File: src/hw/rtl/spmf_queue.sv
// ----------------------------------------------------------------------------
// spmf_queue
// Short register FIFO between the front and back halves.
// ----------------------------------------------------------------------------
`default_nettype none

module spmf_queue #(
    parameter int WIDTH = 8,
    parameter int DEPTH = 4
) (
    input  wire              clk,
    input  wire              rst_n,
    input  wire              push,
    input  wire [WIDTH-1:0]  push_data,
    output logic             ready,
    input  wire              pop,
    output logic             valid,
    output logic [WIDTH-1:0] head
);

    localparam int PTRW = (DEPTH > 1) ? $clog2(DEPTH) : 1;

    logic [WIDTH-1:0] entry_reg [DEPTH];
    logic [PTRW-1:0]  wr_ptr_reg, rd_ptr_reg;
    logic [PTRW:0]    count_reg;

    assign ready = (count_reg < (PTRW+1)'(DEPTH));
    assign valid = (count_reg != '0);
    assign head  = entry_reg[rd_ptr_reg];

    always_ff @(posedge clk or negedge rst_n)
    begin
        if (!rst_n)
        begin
            wr_ptr_reg <= '0;
            rd_ptr_reg <= '0;
            count_reg  <= '0;
        end
        else
        begin
            if (push)
                wr_ptr_reg <= (wr_ptr_reg == PTRW'(DEPTH-1)) ? '0 : wr_ptr_reg + PTRW'(1);
            if (pop)
                rd_ptr_reg <= (rd_ptr_reg == PTRW'(DEPTH-1)) ? '0 : rd_ptr_reg + PTRW'(1);
            if (push && !pop)
                count_reg <= count_reg + (PTRW+1)'(1);
            else if (pop && !push)
                count_reg <= count_reg - (PTRW+1)'(1);
        end
    end

    always_ff @(posedge clk)
    begin
        if (push)
            entry_reg[wr_ptr_reg] <= push_data;
    end

endmodule

`default_nettype wire

File: config.mk
export PLATFORM = sky130hd
export DESIGN_NAME = spmf_queue
export DESIGN_NICKNAME = d
export VERILOG_FILES = /design/src/hw/rtl/spmf_queue.sv
export SDC_FILE = /design/constraint.sdc
export NUM_CORES = 1
export LEC_CHECK = 0
export ABC_AREA = 1
export BUFFER_PORTS_ARGS = -buffer_cell sky130_fd_sc_hd__buf_4
export CAP_MARGIN = 20
export CELL_PAD_IN_SITES_DETAIL_PLACEMENT = 0
export CELL_PAD_IN_SITES_GLOBAL_PLACEMENT = 1
export CORE_AREA = 2 2 96 52
export CTS_BUF_LIST = sky130_fd_sc_hd__clkbuf_4 sky130_fd_sc_hd__clkbuf_8 sky130_fd_sc_hd__clkbuf_16
export CTS_CLUSTER_SIZE = 28
export DETAILED_ROUTE_END_ITERATION = 10
export DIE_AREA = 0 0 98 54
export HOLD_SLACK_MARGIN = 0.15
export PLACE_DENSITY = 0.76
export SYNTH_ARGS = -nofsm -noshare
export SYNTH_HDL_FRONTEND = slang
export SYNTH_SLANG_ARGS = --single-unit
File: constraint.sdc
create_clock -name clk -period 1.3 [get_ports clk]
set_clock_uncertainty 0.05 [all_clocks]
set_input_delay 0.39 -clock clk [delete_from_list [all_inputs] [get_ports clk]]
set_output_delay 0.39 -clock clk [all_outputs]
set_load 0.1 [all_outputs]
## Word-level counts from Yosys, hierarchy flattened

Memories as Yosys holds them, arrays and structs flattened.
Index checks and enable logic that the tools add are counted.

| word-level totals | value |
|---|---|
| bits in writable memories | 32 |
| bits in latches | 0 |
| memories kept | 1 |
| bits in registers | 7 |
| memory bits (read-only) | 0 |

Memories:

| name | words | bits a word | read ports | clocked after memory_dff | wr ports | RTL line | RTL |
|---|---|---|---|---|---|---|---|
| entry_reg | 4 | 8 | 1 | 0 | 1 | 23 | `logic [WIDTH-1:0] entry_reg [DEPTH];` |

| operators by class | value |
|---|---|
| equal/unequal tests | 2 |
| muxes and demuxes | 6 |
| $lt $le $gt $ge | 1 |
| bitwise operators | 0 |
| multiply operators | 0 |
| div/mod/pow operators | 0 |
| add/sub/neg operators | 4 |
| shift-type cells | 0 |
| reductions and logical operators | 6 |

Operators with widths:

| kind | count |
|---|---|
| 3-bit 2-to-1 mux | 2 |
| 2-bit by 1-bit adder with 2-bit output (second input constant) | 2 |
| 2-bit == test (second input constant) | 2 |
| 2-bit 2-to-1 mux | 2 |
| 3-bit by 1-bit adder with 3-bit output (second input constant) | 1 |
| 3-bit < comparator (second input constant) | 1 |
| 3-bit nonzero test | 1 |
| 3-bit by 1-bit subtractor with 3-bit output (second input constant) | 1 |
| 1-bit logical AND | 2 |
| 1-bit zero test | 2 |
| 1-bit 2-to-1 mux | 2 |
| 2-bit nonzero test | 1 |

## Logic depth before layout (Yosys ltp)

| depth | value |
|---|---|
| word-level depth | 4 |
| mapped depth | 9 |

## Worst setup path before layout

Ideal clock, no wire load.

| timing | value |
|---|---|
| path type | register -> output |
| start | register count_reg[2] |
| end | output valid |
| path slack | -0.906 ns |
| buffers on the path | 0 |
| required time | 0.860 ns |
| stages on the path, launching flop included | 3 |
| arrival time | 1.766 ns |
| path through | dfrtp_1 -> inv_1 -> nand2_1 |

| between the ends | value |
|---|---|
| cells in the longest elaborated chain, start to end | 1 |

RTL lines:

| what | RTL line | RTL |
|---|---|---|
| start, declared | 25 | `logic [PTRW:0] count_reg;` |
| start signal, assigned | 46 | `count_reg <= count_reg + (PTRW+1)'(1);` |
| start signal, assigned | 48 | `count_reg <= count_reg - (PTRW+1)'(1);` |
| 3-bit nonzero test | 28 | `assign valid = (count_reg != '0);` |
| end, declared | 17 | `output logic valid,` |

Every way passes these cells.

## Worst setup path after layout

| timing | value |
|---|---|
| start | register rd_ptr_reg[0] |
| end | output head[5] |

| between the ends | value |
|---|---|
| cells in the longest elaborated chain, start to end | 1 |

RTL lines:

| what | RTL line | RTL |
|---|---|---|
| start, declared | 24 | `logic [PTRW-1:0] wr_ptr_reg, rd_ptr_reg;` |
| start signal, assigned | 44 | `rd_ptr_reg <= (rd_ptr_reg == PTRW'(DEPTH-1)) ? '0 : rd_ptr_reg + PTRW'(1);` |
| memory 4 x 8 bit | -- |  |
| end, declared | 18 | `output logic [WIDTH-1:0] head` |

Every way passes these cells.

==> flow_summary.yaml <==
route:
  drt.antenna.violating_nets: 0
  highest-signal-layer: "met4"
  detail_route.vias_per_cell: 4.620
  first_pass_iters: 4
  met2_wirelength_microns: 1649
  route.detailed.wl_per_inst_microns: 13.82
  num_vias: 1132
  drt_iter0_markers: 73
  drc: 0
  finalWirelength_microns: 3385
  wl_met3_microns: 177
  routedLengthMet1_microns: 1534
layout:
  drive_above_1_share_pct: 38.92
  insertedDiodeCount: 0
  fillers: 385
  largest_register_ff_count: 32
  multi_input_area_sq_um: 548.0
  layout.area.seq_sq_mm: 0.001137
  final_nets: 204
  areaGrowthSynthToFinish_pct: 42.54
yosys:
  synth_edf_count: 32
  synth.largest_area_cell: "sky130_fd_sc_hd__edfxtp_1"
  post_synth_most_frequent_cells: "40 x sky130_fd_sc_hd__nand2_1, 32 x sky130_fd_sc_hd__edfxtp_1, 27 x sky130_fd_sc_hd__inv_1"
  synthMostInstantiatedCell: "sky130_fd_sc_hd__nand2_1"
  syn_area_sq_mm: 0.001703
  proportion_of_netlist_area_held_by_the_largest_area_contributor_pct: 56.43
  async_flop_share_pct: 17.95
  postSynth.topFlopCell: "sky130_fd_sc_hd__edfxtp_1"
  postSynthAreaPerCell_sq_um: 11.83
  synth_cell_type_count: 18
  synth_seq_cells: 39
  seq_area_frac_synth_pct: 66.72
  ys_top_cells_by_area: "sky130_fd_sc_hd__edfxtp_1 56%, sky130_fd_sc_hd__dfrtp_1 10%, sky130_fd_sc_hd__nand2_1 8.8%, sky130_fd_sc_hd__o211ai_1 7.1%, sky130_fd_sc_hd__inv_1 6.0%"
  synth.yosys.warnings: 0
  syn_inst: 144
  syn-num-nets: 163
clocking:
  cts_tree: "built"
  cts-buffers-inserted: 5
  cts_root_buf: "sky130_fd_sc_hd__clkbuf_8"
  cts.sinks: 39
  worstSkewPairLatency_ns: 0.29
  register_clock_pin_slew_on_the_reported_worst_setup_and_hold_paths_ns: 0.07
  cts_htree_levels: 2
  maximum_buffer_depth_of_the_clock_tree: 2
die:
  start_util_pct: 37.25
  design.die.area_sq_mm: 0.005292
  die_w_microns: 98
  die_y_microns: 54
  floorplan.io_pins: 22
  design.core.area_sq_mm: 0.004572
  placementRows: 18
global_routing:
  grt_max_degree: 18
  first_global_vias: 1076
  grt_first_pass_wirelength_microns: 5375
  grt_antenna_before_repair: 0
  grt_overflow_total: 0
  grtUsageTotal_pct: 14.03
hold_path:
  holdPathEnd: "entry_reg[3][7]$_DFFE_PP_"
  class_of_the_tightest_hold_or_removal_check: "primary input to register"
  worst_hold_path.num_cells: 1
  holdCritStartpoint: "push_data[7]"
outcome:
  violations: "negative setup slack"
  status: "complete, but fails checks"
sta:
  unrepaired_setup_endpoints_after_global_routing: "yes"
  period_needed_ns: 1.875
  max_slew.worst_pin.slew_ns: 0.3101
  post-route-worst-setup-slack_ns: -0.5750
  layout_worst_path_cycle_share_pct: 144.2
  max_slew_margin_pct: 79.24
  setup_viol: 12
  finalMaxSlewViolations: 0
  fmaxAchievable_mhz: 533.3
  timing_hold_violations_final: 0
worst_setup_path:
  critPathKind: "register to output port"
  worstSetupStartpointType: "register"
  worst-endpoint-arrival_ns: 1.43
  worstSetupStartpoint: "rd_ptr_reg[0]$_DFFE_PN0P_"
  timing.reg2reg.worst_path_depth: 6
  cp_max_fo: 17
  rr_endpoint: "count_reg[2]$_DFFE_PN0P_"
  register_to_register_setup_slack_ns: -0.06
  setup.worst_path.end_class: "output port"
  regToRegStartpoint: "count_reg[1]$_DFFE_PN0P_"
  timing.critical_path.required_ns: 0.86
place:
  dpl_worst_slack_ns: -0.2736
  gp_congestion: 0.7750
  hpwl_microns: 2317
  port-buffer-count: 21
flow_run:
  max_cap_violations: 0
area by class of cell:
cell class	instances	area share [%]
flip-flops and latches	39	46.86
multi-input cells	72	22.58
clock inverters	2	0.3608
inverters	29	4.948
well taps	60	3.093
repair buffers	38	19.33
clock buffers	5	2.835
logic make-up (layout without fill, tap and decap cells):
| kind of cell | count (synthesis) | in the layout | synth area share (%) |
|---|---|---|---|
| AND/OR/NAND/NOR | 43 | 43 | 9.698 |
| flip-flops | 39 | 39 | 66.72 |
| buffers and inverters | 33 | 74 | 8.964 |
| AO/OA/AOI/OAI | 21 | 21 | 8.523 |
| adder cells (fa/ha/maj) | 7 | 7 | 5.584 |
| XOR/XNOR | 1 | 1 | 0.5144 |
how the worst max path moves through the flow:
stage,to,slack [ns],cells after the start
3_5_place_dp,head[5],-0.27,5
5_1_grt,head[5],-0.62,5
6_report,head[5],-0.57,5
2_1_floorplan,valid,-0.36,2
3_3_place_gp,head[4],-0.25,5
4_1_cts,head[5],-0.57,5
timing repair:
action                                  CTS  global route
endpoints found under the setup margin   28            36
hold endpoints to repair                  7             0
setup buffers                             1             3
gates resized for setup                  31            16
pin swaps                                 3             6
hold buffers                              1             0
placed cells by master, fill, tap and decap left out:
cell type,count
sky130_fd_sc_hd__o21ai_0,3
sky130_fd_sc_hd__ha_4,3
sky130_fd_sc_hd__o21ai_1,1
sky130_fd_sc_hd__dfrtp_1,6
sky130_fd_sc_hd__inv_1,19
sky130_fd_sc_hd__inv_4,3
sky130_fd_sc_hd__buf_12,13
sky130_fd_sc_hd__clkinvlp_4,1
sky130_fd_sc_hd__clkbuf_8,5
sky130_fd_sc_hd__nand2_1,27
sky130_fd_sc_hd__buf_6,3
sky130_fd_sc_hd__buf_8,1
sky130_fd_sc_hd__edfxtp_1,32
sky130_fd_sc_hd__nor2_4,1
sky130_fd_sc_hd__dfrtp_2,1
sky130_fd_sc_hd__o211ai_1,16
sky130_fd_sc_hd__nand3_1,1
sky130_fd_sc_hd__inv_2,6
sky130_fd_sc_hd__dlygate4sd3_1,1
sky130_fd_sc_hd__fa_2,1
sky130_fd_sc_hd__clkinv_2,1
sky130_fd_sc_hd__nand4_1,1
sky130_fd_sc_hd__nand2_2,4
sky130_fd_sc_hd__ha_1,3
sky130_fd_sc_hd__nand2_4,8
sky130_fd_sc_hd__nand2_8,1
sky130_fd_sc_hd__clkinv_1,1
sky130_fd_sc_hd__buf_4,20
sky130_fd_sc_hd__xnor2_1,1
sky130_fd_sc_hd__a21oi_1,1
critical path: stages, from the launching register on:
cell and delay (ns):
sky130_fd_sc_hd__dfrtp_1 0.37, sky130_fd_sc_hd__inv_2 0.07, sky130_fd_sc_hd__buf_12 0.15, sky130_fd_sc_hd__o211ai_1 0.28, sky130_fd_sc_hd__nand2_4 0.09, sky130_fd_sc_hd__buf_12 0.18
per-layer routing:
metal  track usage, %  vias to the layer above
met5                0                        -
met4            4.167                        0
met3            4.675                        5
met2            23.86                       26
met1            17.54                      541
li1                 -                      560
stage by stage:
stage               TNS [ns]  instance area, sq um  utilization, %  std cells  hold slack (ns)
floorplan             -1.936                  1800               -        144          0.04441
global placement      -2.420                  2162           47.29        234           0.1589
CTS                   -4.839                  2372           51.89        243           0.2459
detailed placement    -2.667                  2162           47.29        234           0.1623
finish                -4.946                  2427           53.09        245           0.2457
global route          -5.501                  2427           53.09        245           0.2433
Power is not shown: default switching activity piles up to over one toggle a cycle in this logic, so the estimate is an artifact.
