===== src/hw/rtl/spmf_pkg.sv =====
// ----------------------------------------------------------------------------
// spmf_pkg
// Shared types and codes of the scan-plane 3x3 median filter.
// ----------------------------------------------------------------------------
`default_nettype none

package spmf_pkg;

    // configuration register indexes
    localparam logic [1:0] REG_SCAN_ROWS       = 2'd0;
    localparam logic [1:0] REG_SCAN_COLS       = 2'd1;
    localparam logic [1:0] REG_DETECTOR_PIXELS = 2'd2;

    localparam int CFG_DATA_BITS = 16;
    localparam int IN_DATA_BITS  = 16;
    localparam int OUT_DATA_BITS = 48;

    // per-input descriptor handed from front to back
    typedef struct packed {
        logic [15:0] row;
        logic [5:0]  col;
        logic [9:0]  det;
        logic        prev_row;   // target row r-1 exists
        logic        cur_row;    // r is the last row, target row r
        logic        row_is1;
        logic        row_is0;
        logic        prev_col;
        logic        cur_col;
        logic        col_is1;
        logic        col_is0;
        logic        pix_last;
    } meta_t;

    // result descriptor travelling beside the median network
    typedef struct packed {
        logic [15:0] row;
        logic [5:0]  col;
        logic [9:0]  det;
        logic        last;
        logic        fend;
    } res_t;

endpackage

`default_nettype wire


===== src/hw/rtl/spmf_back.sv =====
// ----------------------------------------------------------------------------
// spmf_back
// Output side: walks the targets of each queued grid, selects the reflected
// 3x3 window and runs it through a three-stage median network.
// ----------------------------------------------------------------------------
`default_nettype none

module spmf_back #(
    parameter int SAMPLE_BITS = 16
) (
    input  wire                                  clk,
    input  wire                                  rst_n,
    input  wire                                  q_valid,
    input  wire [9*SAMPLE_BITS-1:0]              q_grid,
    input  spmf_pkg::meta_t                      q_meta,
    output logic                                 q_pop,
    output logic                                 m_tvalid,
    input  wire                                  m_tready,
    output logic [spmf_pkg::OUT_DATA_BITS-1:0]   m_tdata,
    output logic                                 m_tlast,
    output logic                                 m_tuser
);

    localparam int SB = SAMPLE_BITS;

    function automatic logic [2*SB-1:0] sort2(input logic [SB-1:0] a, input logic [SB-1:0] b);
        sort2 = (b < a) ? {a, b} : {b, a};
    endfunction

    logic first_reg, row_ph_reg, col_ph_reg;
    logic rp, cp, rp_n, cp_n, last_res;
    logic adv, issue;

    logic [1:0]    rsel [3];
    logic [1:0]    csel [3];
    logic [SB-1:0] win [9];
    spmf_pkg::res_t res;

    logic           s1_valid_reg, s2_valid_reg, s3_valid_reg, o_valid_reg;
    logic [SB-1:0]  s1_reg [9];
    logic [SB-1:0]  s2_reg [9];
    logic [SB-1:0]  s3_reg [9];
    logic [SB-1:0]  t2 [9];
    logic [SB-1:0]  t3 [9];
    logic [SB-1:0]  t4 [9];
    logic [SB-1:0]  med_reg;
    spmf_pkg::res_t s1_res_reg, s2_res_reg, s3_res_reg, o_res_reg;

    assign adv   = !o_valid_reg || m_tready;
    assign issue = q_valid && adv;

    // target phase: 0 selects row/column r-1, 1 selects the last row/column
    always_comb
    begin
        rp       = first_reg ? !q_meta.prev_row : row_ph_reg;
        cp       = first_reg ? !q_meta.prev_col : col_ph_reg;
        rp_n     = rp;
        cp_n     = cp;
        last_res = 1'b0;
        if (!cp && q_meta.cur_col)
            cp_n = 1'b1;
        else if (!rp && q_meta.cur_row)
        begin
            rp_n = 1'b1;
            cp_n = !q_meta.prev_col;
        end
        else
            last_res = 1'b1;
    end

    assign q_pop = issue && last_res;

    // grid rows/cols: 0 = r-2, 1 = r-1, 2 = r; half-sample reflection
    always_comb
    begin
        rsel[0] = rp ? (q_meta.row_is0 ? 2'd2 : 2'd1) : (q_meta.row_is1 ? 2'd1 : 2'd0);
        rsel[1] = rp ? 2'd2 : 2'd1;
        rsel[2] = 2'd2;
        csel[0] = cp ? (q_meta.col_is0 ? 2'd2 : 2'd1) : (q_meta.col_is1 ? 2'd1 : 2'd0);
        csel[1] = cp ? 2'd2 : 2'd1;
        csel[2] = 2'd2;
        for (int dy = 0; dy < 3; dy++)
            for (int dx = 0; dx < 3; dx++)
                win[dy*3+dx] = q_grid[(int'(rsel[dy])*3 + int'(csel[dx]))*SB +: SB];
        res.row  = rp ? q_meta.row : q_meta.row - 16'd1;
        res.col  = cp ? q_meta.col : q_meta.col - 6'd1;
        res.det  = q_meta.det;
        res.last = last_res;
        res.fend = rp & cp & q_meta.pix_last;
    end

    always_ff @(posedge clk or negedge rst_n)
    begin
        if (!rst_n)
        begin
            first_reg    <= 1'b1;
            row_ph_reg   <= 1'b0;
            col_ph_reg   <= 1'b0;
            s1_valid_reg <= 1'b0;
            s2_valid_reg <= 1'b0;
            s3_valid_reg <= 1'b0;
            o_valid_reg  <= 1'b0;
        end
        else if (adv)
        begin
            if (issue)
            begin
                first_reg  <= last_res;
                row_ph_reg <= rp_n;
                col_ph_reg <= cp_n;
            end
            s1_valid_reg <= issue;
            s2_valid_reg <= s1_valid_reg;
            s3_valid_reg <= s2_valid_reg;
            o_valid_reg  <= s3_valid_reg;
        end
    end

    // median network, split in three
    always_comb
    begin
        t2 = s1_reg;
        {t2[2], t2[1]} = sort2(t2[1], t2[2]);
        {t2[5], t2[4]} = sort2(t2[4], t2[5]);
        {t2[8], t2[7]} = sort2(t2[7], t2[8]);
        {t2[1], t2[0]} = sort2(t2[0], t2[1]);
        {t2[4], t2[3]} = sort2(t2[3], t2[4]);
        {t2[7], t2[6]} = sort2(t2[6], t2[7]);
    end

    always_comb
    begin
        t3 = s2_reg;
        {t3[2], t3[1]} = sort2(t3[1], t3[2]);
        {t3[5], t3[4]} = sort2(t3[4], t3[5]);
        {t3[8], t3[7]} = sort2(t3[7], t3[8]);
        {t3[3], t3[0]} = sort2(t3[0], t3[3]);
        {t3[8], t3[5]} = sort2(t3[5], t3[8]);
        {t3[7], t3[4]} = sort2(t3[4], t3[7]);
    end

    always_comb
    begin
        t4 = s3_reg;
        {t4[6], t4[3]} = sort2(t4[3], t4[6]);
        {t4[4], t4[1]} = sort2(t4[1], t4[4]);
        {t4[5], t4[2]} = sort2(t4[2], t4[5]);
        {t4[7], t4[4]} = sort2(t4[4], t4[7]);
        {t4[2], t4[4]} = sort2(t4[4], t4[2]);
        {t4[4], t4[6]} = sort2(t4[6], t4[4]);
        {t4[2], t4[4]} = sort2(t4[4], t4[2]);
    end

    always_ff @(posedge clk)
    begin
        if (adv)
        begin
            s1_reg     <= win;
            s1_res_reg <= res;
            s2_reg     <= t2;
            s2_res_reg <= s1_res_reg;
            s3_reg     <= t3;
            s3_res_reg <= s2_res_reg;
            med_reg    <= t4[4];
            o_res_reg  <= s3_res_reg;
        end
    end

    assign m_tvalid = o_valid_reg;
    assign m_tdata  = {o_res_reg.det, o_res_reg.col, o_res_reg.row, 16'(med_reg)};
    assign m_tlast  = o_res_reg.last;
    assign m_tuser  = o_res_reg.fend;

    a_fend_is_last: assert property (@(posedge clk) disable iff (!rst_n)
        m_tvalid && m_tuser |-> m_tlast)
        else $error("frame end result not marked last");

    a_head_kept: assert property (@(posedge clk) disable iff (!rst_n)
        !first_reg |-> q_valid)
        else $error("queue head vanished mid-run");

    a_row_phase: assert property (@(posedge clk) disable iff (!rst_n)
        q_valid && !first_reg && row_ph_reg |-> q_meta.cur_row)
        else $error("last-row target on a non-final row");

    a_pop_issue: assert property (@(posedge clk) disable iff (!rst_n)
        q_pop |=> first_reg)
        else $error("sequencer not rearmed after pop");

endmodule

`default_nettype wire


===== config.mk =====
export PLATFORM = sky130hd
export DESIGN_NAME = spmf_back
export DESIGN_NICKNAME = d
export VERILOG_FILES = /design/src/hw/rtl/spmf_pkg.sv /design/src/hw/rtl/spmf_back.sv
export SDC_FILE = /design/constraint.sdc
export NUM_CORES = 2
export LEC_CHECK = 0
export BUFFER_PORTS_ARGS = -buffer_cell sky130_fd_sc_hd__clkbuf_2
export CAP_MARGIN = 20
export CORE_UTILIZATION = 40
export CTS_CLUSTER_SIZE = 40
export DETAILED_ROUTE_END_ITERATION = 12
export PLACE_DENSITY_LB_ADDON = 0.15
export SLEW_MARGIN = 40
export SYNTH_ARGS = -nofsm -noshare
export SYNTH_HDL_FRONTEND = slang
export SYNTH_SLANG_ARGS = --single-unit

===== constraint.sdc =====
create_clock -name clk -period 47.6 [get_ports clk]
set_input_delay 2.38 -clock clk [delete_from_list [all_inputs] [get_ports clk]]
set_output_delay 2.38 -clock clk [all_outputs]
set_load 0.02 [all_outputs]

# Word level (Yosys, flattened, before mapping)
# Cells that the tools add are included.
# Widths: inputs -> output; s select.
dict set report word_totals {
  output_inout_bits 52
  elab_cells 142
  regBits 559
  inputBits 189
}
dict set report classes {
  reduce_logical 11
  bitwise_logic 2
  n_addsub 10
  mux 37
  multipliers 2
  n_shift 8
  magnitude_cmp 19
}
# operator count
set ops {}
lappend ops {{$shiftx 144x32->16} 4}
lappend ops {{$mux 32} 15}
lappend ops {{$lt 16x16->1} 19}
lappend ops {{$shiftx 144x10->16} 2}
lappend ops {{$shiftx 144x9->16} 2}
lappend ops {{$add 28x3->28} 4}
lappend ops {{$mux 16} 5}
lappend ops {{$sub 16x1->16 const B} 1}
lappend ops {{$mux 2} 6}
lappend ops {{$add 4x2->5 const B} 2}
lappend ops {{$mux 1} 10}
lappend ops {{$add 3x2->4 const A} 2}
lappend ops {{$mul 2x2->4 const B} 2}
lappend ops {{$mux 6} 1}
lappend ops {{$sub 6x1->6 const B} 1}
lappend ops {{$logic_not 1->1} 5}
lappend ops {{$logic_and 1x1->1} 4}
lappend ops {{$and 1x1->1} 2}
lappend ops {{$reduce_and 2->1} 1}
lappend ops {{$logic_or 1x1->1} 1}

# Depth between registers and ports, before layout
dict set report logic_depth {
  depth_word 10
  mapped_depth 57
}

# Worst setup path before layout
# No wires, ideal clock.
dict set report synth_timing {
  path_kind {input port to output port}
  startpoint {input m_tready}
  endpoint {output q_pop}
  stages 3
  required_ps 45220
  setup_slack_ps 26065
  path_buffers 1
  t_arrival_ps 19155
  path_cell_list {nand2b_1 -> clkbuf_1 -> and3_1}
}
dict set report synth_between {
  elab_chain_cells 3
}
# element line
set synth_lines {}
lappend synth_lines {{start: declaration} spmf_back.sv:18} ;# input wire m_tready,
lappend synth_lines {{$logic_or 1x1->1} spmf_back.sv:49} ;# assign adv = !o_valid_reg || m_tready;
lappend synth_lines {{$logic_and 1x1->1} spmf_back.sv:50} ;# assign issue = q_valid && adv;
lappend synth_lines {{$logic_and 1x1->1} spmf_back.sv:71} ;# assign q_pop = issue && last_res;
lappend synth_lines {{end: declaration} spmf_back.sv:16} ;# output logic q_pop,
# No other way between the ends.

==> flow_summary.ini <==
[detailed_routing]
drt-pass1-iter-count = 10
ant_nets = 0
drc = 20
vias_per_cell = 5.684
wl_mm = 111.7
drtIter0Drc = 2113
vias = 25380
wl_per_cell_um = 25.03

[clock_network]
numClockSinks = 559
holdBufCountCts = 0
htreeDepth = 3
cts_tree = yes
clock_latency_ps = 610
cts_setup_buffers = 0
cts_buffers = 66
clkSlewWorstSetupHoldPaths_ps = 60
clock_path_buffers = 3
ctsResizeCount = 0
cts-root-buf = clkbuf_16

[logic_synthesis]
syn-instance-count = 3046
synth-edff-count = 552
yosysUniqueCellTypes = 81
yosysWarnings = 0
netlist_area_mm2 = 0.03592
syn_nets = 3532
async_reset_ff_share_pct = 1.252
ys_seq_area_share_pct = 46.64
syn_avg_cell_area_um2 = 11.79
synth_ff_type = edfxtp_1
synth_seq_cells = 559

[critical_path]
worstSetupPathType = reg2reg
timing.rr.start = s3_reg[75]
path_delay_family = compound AO/OA/AOI/OAI gates
cp.required_ps = 48040
worst_path_max_delay_cell = a31oi_4
worst_ep_arrival_time_ps = 11940
cp_num_cells = 48
path_max_fanout = 42
worst-r2r-cell-count = 48
cp_num_buf_inv = 1
max_stage_delay_ps = 620
ff2ff_setup_slack_ps = 36110
start_kind = flip-flop
endpoint_kind = flip-flop
r2r_end = med_reg[10]
cp_common_cell = a21oi_1

[timing]
min_period_over_period_pct = 24.15
hold_violations = 0
rsz0062_at_grt = false
fin_crit_ps = 11490
slew_headroom_pct = 46.48
fmax_ghz = 0.08700
fin_tns_setup_ps = 0
holdWs_ps = 408.7
slew_violations = 0
clock_skew_ps = 27.01
worstMarginPinSlew_ps = 802.8
finalSetupViolations = 0

[cells_and_area]
nets = 3736
final_cell_area_mm2 = 0.04057
final_common_cell = edfxtp_1
area_growth_pct = 12.94
layout-drive-gt1-share_pct = 24.86
num-fill-cells = 8118
multi_input_area_mm2 = 0.01760
final_cells = 4465
ff_latch_area_mm2 = 0.01675
mostFrequentLayoutCells = 552 x edfxtp_1, 358 x nand2_1, 291 x ha_1

[global_route]
antenna_found_initial = 1
grt_max_degree = 97
grt-ovfl-total = 0
grt_pass1_vias = 25250
grt_first_pass_wirelength_mm = 163.6
track_usage_pct = 24.58

[hold_path]
min-delay-start = s2_res_reg[17]
hold_end = s3_res_reg[17]
holdPathStages = 0
hp-class = reg2reg

[place]
place.detailed.hpwl_mm = 87.71
placed_area_mm2 = 0.03847
dp.cells = 4346
gp_congestion = 0.9379
numPortBuffers = 240

[die]
die_h_um = 301.7
core_area_mm2 = 0.08865
die_x_um = 301.7
dieArea_mm2 = 0.09100
io_pins = 241
rows = 109
initial_core_util_pct = 40.52

[flow_run]
drv_cap = 0

[run_status]
violations = design-rule violations
status = finished, violations left
cell type report:
| class | instances | share of cell area, % |
|---|---|---|
| inverter | 277 | 2.563 |
| multi-input combinational | 2059 | 43.40 |
| clock inverter | 38 | 0.9099 |
| tap | 1165 | 3.593 |
| timing repair buffer | 287 | 4.044 |
| antenna | 1 | 0.006169 |
| sequential | 559 | 41.30 |
| clock buffer | 79 | 4.192 |
metrics by stage:
step	setup WS [ps]	util, %
2_1_floorplan	26070	-
4_1_cts	36160	45.73
5_1_grt	35070	45.76
6_report	36110	45.76
3_5_place_dp	36220	43.39
3_3_place_gp	36260	43.25
how the worst max path moves through the flow:
| stage | from | to | slack, ps |
|---|---|---|---|
| finish | s3_reg[75] | med_reg[10] | 36110 |
| global route | s3_reg[79] | med_reg[10] | 35070 |
| CTS | s3_reg[79] | med_reg[2] | 36160 |
| detailed placement | s3_reg[75] | med_reg[10] | 36220 |
| global placement | s3_reg[75] | med_reg[7] | 36260 |
| floorplan | m_tready | q_pop | 26070 |
logic make-up (layout without fill, tap and decap cells):
group / count (synthesis) / in the layout / share of synthesized area [%]
other: 0 / 1 / 0
adder cells (fa/ha/maj): 300 / 300 / 10.47
XOR/XNOR: 27 / 27 / 0.6584
AO/OA/AOI/OAI: 561 / 561 / 9.886
multiplexers: 505 / 505 / 19.54
AND/OR/NAND/NOR: 666 / 666 / 8.036
buffers and inverters: 428 / 681 / 4.772
flip-flops: 559 / 559 / 46.64
worst reg2reg max path, delay by kind of cell, from the launching register on:
| kind | cells | cell delay, ps |
|---|---|---|
| simple gates | 16 | 2610 |
| mux | 3 | 1040 |
| fa+ha+maj | 5 | 1500 |
| flops | 1 | 390 |
| compound gates | 23 | 5450 |
| buf+inv | 1 | 370 |
Yosys cell counts, drive strengths merged (6+ instances only):
cell type,count,area share [%]
nand2b,25,0.44
a22oi,29,0.61
a211oi,7,0.15
mux4,128,8.0
a21oi,161,2.3
xor2,14,0.34
o31a,15,0.37
ha,295,10
and3,7,0.12
o21ai,144,2.0
a2111oi,7,0.17
inv,277,2.9
a21o,88,1.8
nand2,359,3.8
a31oi,37,0.69
o2111ai,6,0.15
mux2i,105,3.0
clkbuf,106,1.1
buf,45,0.77
nor2,157,1.6
edfxtp,552,46
nor3,21,0.29
xnor2,13,0.32
nor2b,24,0.42
a221oi,7,0.19
dfrtp,6,0.42
nor4,6,0.10
mux2,272,8.5
nand3,10,0.14
nand4,27,0.47
o21a,21,0.44
layer usage:
layer  vias to the layer above  routed length (µm)  global-route usage [%]
met1                     12470               48710                   33.06
met5                         -                   0                       0
li1                      11740                   -                       -
met2                       988               52110                   40.06
met4                         0                4814                   10.28
met3                       182                6106                   3.033
Power is left out: the tool's default activity adds up to more than one toggle a clock period on the data nets, which glitch-free logic cannot reach.
